### config.mk
export PLATFORM = sky130hd
export DESIGN_NAME = ir_pulse_distance_transmitter
export DESIGN_NICKNAME = d
export VERILOG_FILES = /design/src/rtl/ipdt_pkg.sv /design/src/rtl/ir_pulse_distance_transmitter.sv /design/src/rtl/ipdt_regs.sv
export VERILOG_INCLUDE_DIRS = /design/src /design/src/rtl
export SDC_FILE = /design/constraint.sdc
export NUM_CORES = 1
export LEC_CHECK = 0
export ABC_AREA = 1
export BUFFER_PORTS_ARGS = -buffer_cell sky130_fd_sc_hd__buf_2
export CAP_MARGIN = 20
export CORE_ASPECT_RATIO = 1.2
export CORE_UTILIZATION = 34
export CTS_BUF_LIST = sky130_fd_sc_hd__clkbuf_8 sky130_fd_sc_hd__clkbuf_16
export DETAILED_ROUTE_END_ITERATION = 12
export HOLD_SLACK_MARGIN = 0.06
export PLACE_DENSITY = 0.59
export SETUP_SLACK_MARGIN = 0.4
export SKIP_LAST_GASP = 1
export SYNTH_ARGS = -nofsm -noshare
export SYNTH_HDL_FRONTEND = slang
export SYNTH_SLANG_ARGS = --single-unit
export TNS_END_PERCENT = 100
### constraint.sdc
create_clock -name clk_i -period 10.8 [get_ports clk_i]
set_input_delay 1.08 -clock clk_i [delete_from_list [all_inputs] [get_ports clk_i]]
set_output_delay 1.08 -clock clk_i [all_outputs]
set_load 0.02 [all_outputs]
### src/rtl/ir_pulse_distance_transmitter_assert.svh
// Assertion macros for the IR pulse-distance transmitter RTL.
`ifndef IR_PULSE_DISTANCE_TRANSMITTER_ASSERT_SVH
`define IR_PULSE_DISTANCE_TRANSMITTER_ASSERT_SVH

// Check that a condition implies another in the same cycle.
`define IPDT_ASSERT_SAME(label, clk, rst_n, ante, cons) \
  label: assert property (@(posedge clk) disable iff (!rst_n) (ante) |-> (cons)) \
    else $error("ipdt same-cycle check failed");

// Check that a condition implies another in the next cycle.
`define IPDT_ASSERT_NEXT(label, clk, rst_n, ante, cons) \
  label: assert property (@(posedge clk) disable iff (!rst_n) (ante) |=> (cons)) \
    else $error("ipdt next-cycle check failed");

`endif

### src/rtl/ipdt_pkg.sv
// Package of the IR pulse-distance transmitter: types, constants, frame packing.
package ipdt_pkg;

  // Frame length and derived widths
  localparam int unsigned FrameBits = 16;
  localparam int unsigned PosW      = $clog2(FrameBits);
  localparam logic [PosW-1:0] LastPos = PosW'(FrameBits - 1);

  // Field widths
  localparam int unsigned IdW   = 5;
  localparam int unsigned DataW = 5;
  localparam int unsigned TickW = 16;

  // Register reset values
  localparam logic [TickW-1:0] LongReset  = 16'd1600;
  localparam logic [TickW-1:0] ShortReset = 16'd800;
  localparam logic [TickW-1:0] GapReset   = 16'd3000;

  // Register indexes
  localparam logic [1:0] RegLong  = 2'd0;
  localparam logic [1:0] RegShort = 2'd1;
  localparam logic [1:0] RegGap   = 2'd2;

  // Item kinds
  localparam logic OpTick = 1'b0;
  localparam logic OpSend = 1'b1;

  // Transmit phases, one-hot
  typedef enum logic [3:0] {
    PH_IDLE = 4'b0001,
    PH_ON   = 4'b0010,
    PH_OFF  = 4'b0100,
    PH_GAP  = 4'b1000
  } phase_e;

  // Timing configuration as seen by the sequencer
  typedef struct packed {
    logic [TickW-1:0] long_ticks;
    logic [TickW-1:0] short_ticks;
    logic [TickW-1:0] gap_ticks;
  } cfg_t;

  // Pack id and data into a frame: start bit, id, data, id xor data
  function automatic logic [FrameBits-1:0] pack_frame(logic [IdW-1:0] id,
                                                      logic [DataW-1:0] data);
    logic [15:0]           w16;
    logic [FrameBits+15:0] wide;
    w16  = {id ^ data, data, id, 1'b1};
    wide = {{FrameBits{1'b0}}, w16};
    return wide[FrameBits-1:0];
  endfunction

endpackage

### src/rtl/ir_pulse_distance_transmitter.sv
// Top level of the IR pulse-distance frame transmitter.
// Each input item is either a one-microsecond tick (tuser = 0) or a send request
// (tuser = 1) with player id and data in tdata. Every item yields exactly one
// result item telling the LED level, busy and pending flags after it, with tlast
// set on the tick that finished the frame: its gap, or its last half if gap is 0.
// One item is taken per clock cycle: phase, tick counter and bit position update
// in combinational next-state logic writing straight into the output register,
// and a new item is taken when that register is empty or read out the same cycle.
// Timing registers sit at byte addresses 0 (long half), 4 (short half) and
// 8 (gap) of the APB port; a half length of 0 behaves as 1 tick.
module ir_pulse_distance_transmitter (
  input  logic        clk_i,
  input  logic        rst_ni,
  // Input items
  input  logic        s_axis_tvalid,
  output logic        s_axis_tready,
  input  logic [15:0] s_axis_tdata,   // [4:0] player_id, [9:5] payload, rest zero
  input  logic        s_axis_tuser,   // [0] op
  // Result items
  output logic        m_axis_tvalid,
  input  logic        m_axis_tready,
  output logic [7:0]  m_axis_tdata,   // [0] led_on, [1] busy_res, [2] pending, rest zero
  output logic        m_axis_tlast,   // frame_done
  // Configuration
  input  logic        psel,
  input  logic        penable,
  input  logic        pwrite,
  input  logic [3:0]  paddr,
  input  logic [31:0] pwdata,
  output logic [31:0] prdata,
  output logic        pready
);

  localparam int unsigned FB = ipdt_pkg::FrameBits;
  localparam int unsigned PW = ipdt_pkg::PosW;
  localparam int unsigned TW = ipdt_pkg::TickW;

  ipdt_pkg::cfg_t   cfg;
  ipdt_pkg::phase_e phase_q, phase_d;
  logic [FB-1:0]    frame_q, frame_d, pend_word_q, pend_word_d;
  logic [PW-1:0]    pos_q, pos_d;
  logic [TW-1:0]    tick_q, tick_d, tick_inc, limit;
  logic             pend_valid_q, pend_valid_d;
  logic             cur_bit, hit, done, accept;
  logic [FB-1:0]    req_word;
  logic             idle_send;

  logic             out_valid_q;
  logic             out_led_q, out_busy_q, out_pend_q, out_done_q;

  ipdt_regs u_regs (
    .clk_i   (clk_i),
    .rst_ni  (rst_ni),
    .psel    (psel),
    .penable (penable),
    .pwrite  (pwrite),
    .paddr   (paddr),
    .pwdata  (pwdata),
    .prdata  (prdata),
    .pready  (pready),
    .cfg_o   (cfg)
  );

  // Take an item when the output register is free or draining
  assign s_axis_tready = !out_valid_q || m_axis_tready;
  assign accept        = s_axis_tvalid && s_axis_tready;

  assign req_word = ipdt_pkg::pack_frame(s_axis_tdata[4:0], s_axis_tdata[9:5]);
  assign cur_bit  = frame_q[pos_q];

  // Pick the limit of the running half or gap
  always_comb begin
    case (phase_q)
      ipdt_pkg::PH_ON:  limit = cur_bit ? cfg.long_ticks : cfg.short_ticks;
      ipdt_pkg::PH_OFF: limit = cur_bit ? cfg.short_ticks : cfg.long_ticks;
      default:          limit = cfg.gap_ticks;
    endcase
  end

  // Advance the counter; a wrap also ends the interval
  assign tick_inc = tick_q + TW'(1);
  assign hit      = (tick_inc == '0) || (tick_inc >= limit);

  // Next state for one item
  always_comb begin
    phase_d      = phase_q;
    frame_d      = frame_q;
    pos_d        = pos_q;
    tick_d       = tick_q;
    pend_word_d  = pend_word_q;
    pend_valid_d = pend_valid_q;
    done         = 1'b0;
    if (accept) begin
      if (s_axis_tuser == ipdt_pkg::OpSend) begin
        if (phase_q == ipdt_pkg::PH_IDLE) begin
          frame_d = req_word;
          pos_d   = ipdt_pkg::LastPos;
          tick_d  = '0;
          phase_d = ipdt_pkg::PH_ON;
        end else begin
          pend_word_d  = req_word;
          pend_valid_d = 1'b1;
        end
      end else begin
        case (phase_q)
          ipdt_pkg::PH_ON: begin
            if (hit) begin
              tick_d  = '0;
              phase_d = ipdt_pkg::PH_OFF;
            end else begin
              tick_d = tick_inc;
            end
          end
          ipdt_pkg::PH_OFF: begin
            if (!hit) begin
              tick_d = tick_inc;
            end else if (pos_q != '0) begin
              tick_d  = '0;
              pos_d   = pos_q - PW'(1);
              phase_d = ipdt_pkg::PH_ON;
            end else if (cfg.gap_ticks != '0) begin
              tick_d  = '0;
              phase_d = ipdt_pkg::PH_GAP;
            end else begin
              done = 1'b1;
            end
          end
          ipdt_pkg::PH_GAP: begin
            if (hit) begin
              done = 1'b1;
            end else begin
              tick_d = tick_inc;
            end
          end
          default: ;
        endcase
        // End the frame and launch any waiting request
        if (done) begin
          tick_d = '0;
          if (pend_valid_q) begin
            pend_valid_d = 1'b0;
            frame_d      = pend_word_q;
            pos_d        = ipdt_pkg::LastPos;
            phase_d      = ipdt_pkg::PH_ON;
          end else begin
            phase_d = ipdt_pkg::PH_IDLE;
          end
        end
      end
    end
  end

  // Hold sequencer state
  always_ff @(posedge clk_i or negedge rst_ni) begin
    if (!rst_ni) begin
      phase_q      <= ipdt_pkg::PH_IDLE;
      frame_q      <= '0;
      pos_q        <= ipdt_pkg::LastPos;
      tick_q       <= '0;
      pend_word_q  <= '0;
      pend_valid_q <= 1'b0;
    end else begin
      phase_q      <= phase_d;
      frame_q      <= frame_d;
      pos_q        <= pos_d;
      tick_q       <= tick_d;
      pend_word_q  <= pend_word_d;
      pend_valid_q <= pend_valid_d;
    end
  end

  // Track output register occupancy
  always_ff @(posedge clk_i or negedge rst_ni) begin
    if (!rst_ni) begin
      out_valid_q <= 1'b0;
    end else if (accept) begin
      out_valid_q <= 1'b1;
    end else if (m_axis_tready) begin
      out_valid_q <= 1'b0;
    end
  end

  // Capture the result of the accepted item
  always_ff @(posedge clk_i) begin
    if (accept) begin
      out_led_q  <= (phase_d == ipdt_pkg::PH_ON);
      out_busy_q <= (phase_d != ipdt_pkg::PH_IDLE);
      out_pend_q <= pend_valid_d;
      out_done_q <= done;
    end
  end

  assign m_axis_tvalid = out_valid_q;
  assign m_axis_tdata  = {5'd0, out_pend_q, out_busy_q, out_led_q};
  assign m_axis_tlast  = out_done_q;

  // Flag a send request taken while nothing is running
  assign idle_send = accept && (s_axis_tuser == ipdt_pkg::OpSend) &&
                     (phase_q == ipdt_pkg::PH_IDLE);

`include "ir_pulse_distance_transmitter_assert.svh"

  // A waiting request only exists while a frame is running
  `IPDT_ASSERT_SAME(a_pend_needs_busy, clk_i, rst_ni, pend_valid_q, phase_q != ipdt_pkg::PH_IDLE)
  // A finished frame always empties the pending slot
  `IPDT_ASSERT_SAME(a_done_clears_pend, clk_i, rst_ni, m_axis_tvalid && m_axis_tlast, !m_axis_tdata[2])
  // A request taken while idle starts the on half at once
  `IPDT_ASSERT_NEXT(a_idle_send_starts, clk_i, rst_ni, idle_send, phase_q == ipdt_pkg::PH_ON)

endmodule

### src/rtl/ipdt_regs.sv
// APB register block holding the bit-cell and gap timing of the transmitter.
module ipdt_regs (
  input  logic            clk_i,
  input  logic            rst_ni,
  input  logic            psel,
  input  logic            penable,
  input  logic            pwrite,
  input  logic [3:0]      paddr,
  input  logic [31:0]     pwdata,
  output logic [31:0]     prdata,
  output logic            pready,
  output ipdt_pkg::cfg_t  cfg_o
);

  logic [ipdt_pkg::TickW-1:0] long_q, short_q, gap_q;
  logic                       wr_en;
  logic [1:0]                 reg_idx;

  assign pready  = 1'b1;
  assign wr_en   = psel & penable & pwrite & pready;
  assign reg_idx = paddr[3:2];

  // Write the addressed register; ignore addresses past the list
  always_ff @(posedge clk_i or negedge rst_ni) begin
    if (!rst_ni) begin
      long_q  <= ipdt_pkg::LongReset;
      short_q <= ipdt_pkg::ShortReset;
      gap_q   <= ipdt_pkg::GapReset;
    end else if (wr_en) begin
      case (reg_idx)
        ipdt_pkg::RegLong:  long_q  <= pwdata[ipdt_pkg::TickW-1:0];
        ipdt_pkg::RegShort: short_q <= pwdata[ipdt_pkg::TickW-1:0];
        ipdt_pkg::RegGap:   gap_q   <= pwdata[ipdt_pkg::TickW-1:0];
        default: ;
      endcase
    end
  end

  // Return the addressed register
  always_comb begin
    case (reg_idx)
      ipdt_pkg::RegLong:  prdata = {16'd0, long_q};
      ipdt_pkg::RegShort: prdata = {16'd0, short_q};
      ipdt_pkg::RegGap:   prdata = {16'd0, gap_q};
      default:            prdata = 32'd0;
    endcase
  end

  assign cfg_o.long_ticks  = long_q;
  assign cfg_o.short_ticks = short_q;
  assign cfg_o.gap_ticks   = gap_q;

endmodule

==> metrics.md <==
| Metric | Value |
|---|---|
| Area of the core | 19500 um2 |
| I/O Pins | 104 |
| Vias per inst | 4.83 |
| RSZ-0062 raised after global routing | false |
| Hold Crit Class | reg -> reg |
| Power Density | 219 nW/um2 |
| Hold buffer count at cts | 0 |
| Clock transition at path regs | ~0.07 ns |
| Worst-Margin Slew | between 1 and 1.5 ns |
| Final period util | 0.539 |
| Vias in the first global route | 5522 |
| P_leak | roughly 0.0036 uW |
| Antenna cells | 0 |
| Crit Path Max Fanout | 33 |
| First-pass GRT wire length | 27.5 mm |
| Sequential area share after synthesis | 0.416 |
| CTS resizes | 0 |
| CP Capture Type | flop |
| CTS H-tree lvls | 3 |
| Slew margin rel. | 0.287 |
| DRC violations left | 0 |
| Worst Skew | a little over 0.009 ns |
| Crit path arrival time | between 6 and 7 ns |
| Syn avg cell area | 7.41 um2 |
| VDD IR max | 0.112 mV |
| Cts bufs inserted | 9 |
| Layout Nets | 1020 |
| Final setup viols | 0 |
| Die Y-Extent | 156 um |
| Clk sinks | 110 |
| Worst Hold Depth | 2 |
| Die extent in x | 130 um |
| Area delta synth->final | 9.84% |
| 1st-iter DRT viols | 332 |
| Max-Cap Viols | 0 |
| Post-Syn Instances | between 900 and 1k |
| Longest Clk Path Bufs | 2 |
| Cell variety after synth | 43 |
| Setup TNS Final | 0 ns |
| Syn. warnings | 0 |
| Tot GR Track Use | 0.173 |
| Drt total wl | 16.5 mm |
| Final hold slack | 0.475 ns |
| Worst Setup Start Kind | flop |
| DRT Pass-1 Iters | 5 |
| #FFs+latches synth | 110 |
| Final ANT Viol Nets | 0 |
| TritonCTS clock tree | built |
| Clk_lat worst skew | 0.36 ns |
| Total grt overflow | 0 |
| Worst reg2reg path depth | 25 |
| DIE AREA | 20300 um2 |
| Required @ worst endpoint | ~11 ns |
| Input/output buffers | 57 |
| Fraction of layout cells with a size suffix above 1 | 0.131 |
| Routability cong. | around 0.81 |
| Maximum clock rate | 0.172 GHz |
| Kind of critical path | reg -> reg |
| Drt wl/cell | 13.7 um |
| Clock period minus final worst setup slack | 5.83 ns |
| Mapped Area | between 6000 and 7000 um2 |
| Post-CTS setup buffers | 0 |
| Starting Density | 0.345 |
| Largest net degree at the start of global routing | 60 |
| Vias | about 5.8k |
| Final hold viol count | 0 |
| HPWL Detailed | 11.5 mm |
| Max-slew violation count | 0 |
| Cell Rows | 56 |
| Root Driver | clkbuf_16 |
| Status | finished clean |
| Initial antenna violation count | 0 |
-- worst max-delay path, cell delays in order (launching register included) --
cell     delay, ns
dfstp_2       0.59
inv_1         0.20
a21oi_1       0.17
o21ai_0       0.10
nand2_1       0.08
nand2_1       0.05
a21oi_1       0.14
inv_1         0.05
nand2_1       0.77
inv_1         0.74
o21ai_0       0.34
a21oi_1       0.06
nor3_1        0.36
ha_1          0.33
a21oi_1       0.14
o21ai_0       0.11
a21oi_1       0.16
nand2_1       0.07
nor2_1        0.26
nand2_4       0.18
nand3_4       0.10
nand2_2       0.06
nand2_4       0.26
inv_2         0.17
a21oi_1       0.14
o21ai_0       0.09
-- logic make-up after synthesis --
kind of cell	Yosys count	share of synthesized area
and+or+nand+nor	378	0.238
buffers and inverters	181	0.120
adders and majority gates	18	0.0335
DFF	110	0.416
other	2	0.00112
xor gates and xnor gates	6	0.00781
AOI/OAI and AO/OA	213	0.184
-- layout by cell type, fill, tap and decap left out, types with 2 or more instances in the layout --
master,count
a21oi_1,37
buf_2,56
buf_4,6
clkbuf_16,9
conb_1,22
dfrtp_1,88
dfstp_2,18
edfxtp_1,4
ha_1,18
inv_1,117
inv_2,5
inv_6,2
nand2_1,227
nand2_2,2
nand2_4,2
nand3_1,30
nand3_2,3
nand3b_1,2
nand4_1,8
nor2_1,78
nor2_2,6
nor3_1,9
nor4_1,4
o211ai_1,13
o21ai_0,112
o21ai_1,7
o221ai_1,12
o22ai_1,18
o31ai_1,5
o31ai_2,6
xor2_1,6
-- synth_stat cells (all sizes together) --
cell type  number  share of area
nand2         231           0.13
inv           120          0.067
o21ai         119          0.089
dfrtp          88           0.33
nor2           85          0.051
buf            38          0.040
a21oi          37          0.028
nand3          34          0.029
clkbuf         22          0.012
dfstp          18          0.070
ha             18          0.033
o22ai          18          0.017
o211ai         13          0.015
o221ai         12          0.016
o31ai          11          0.017
nor3            9         0.0067
nand4           8         0.0074
xor2            6         0.0078
nor4            5         0.0056
edfxtp          4          0.018
conb            2         0.0011
nand3b          2         0.0022
a21o            1         0.0011
and3            1        0.00093
clkinv          1        0.00056
nor3b           1         0.0011
nor4b           1         0.0013
o21bai          1         0.0017
o41ai           1         0.0013
or2             1        0.00093
-- routing by layer --
metal | up-vias | GRT usage | wire (um)
li1 | 2997 | - | -
met5 | - | 0 | 0
met1 | 2729 | 0.235 | 8070
met3 | 18 | 0.0257 | 416
met2 | 88 | 0.281 | 7720
met4 | 0 | 0.0542 | 293
-- state kept, by name, summed over array words and instances (netlist names) --
register / count
u_regs.short_q: 16
out_pend_q: 1
u_regs.long_q: 16
frame_q: 16
tick_q: 16
out_busy_q: 1
m_axis_tvalid: 1
out_led_q: 1
pend_valid_q: 1
pos_q: 4
phase_q: 4
pend_word_q: 16
m_axis_tlast: 1
u_regs.gap_q: 16
-- report_power, final --
| part | total (uW) | internal, uW | switching (uW) |
|---|---|---|---|
| Clock | 324 | 159 | 165 |
| Sequential | 617 | 528 | 88.6 |
| Combinational | 675 | 227 | 448 |
-- through the flow --
step / setup slack, ns / cells / power [uW] / util / instance area, um2
2_1_floorplan: 7.19 / 928 / 1130 / - / 6800
3_3_place_gp: 5.07 / 1190 / 1280 / 0.364 / 7090
3_5_place_dp: 5.01 / 1192 / 1300 / 0.365 / 7110
4_1_cts: 4.99 / 1208 / 1620 / 0.379 / 7390
5_1_grt: 4.26 / 1208 / 1760 / 0.379 / 7390
6_report: 4.97 / 1208 / 1620 / 0.379 / 7390
-- area by class of cell --
type,instances,area [um2]
fill,2073,12100
multi-input combinational,637,3200
sequential,110,2800
inverter,121,454
timing repair buffer,63,337
tap,261,327
clock buffer,9,225
clock inverter,7,50.0
-- worst paths after layout --
kind                                       startpoint                             to  slack, ns
setup / recovery                 pos_q[0]$_DFFE_PN1P_           pos_q[3]$_DFFE_PN1P_       4.97
hold / removal             pend_word_q[8]$_DFFE_PN0P_     pend_word_q[8]$_DFFE_PN0P_       0.48
setup reg to reg                 pos_q[0]$_DFFE_PN1P_           pos_q[3]$_DFFE_PN1P_       4.97
hold reg to reg            pend_word_q[8]$_DFFE_PN0P_     pend_word_q[8]$_DFFE_PN0P_       0.48
max in group asynchronous                      rst_ni  u_regs.long_q[14]$_DFFE_PN0P_       8.87
min in group asynchronous                      rst_ni      m_axis_tvalid$_DFFE_PN0P_       0.73
(Power assumes the default switching activity.)
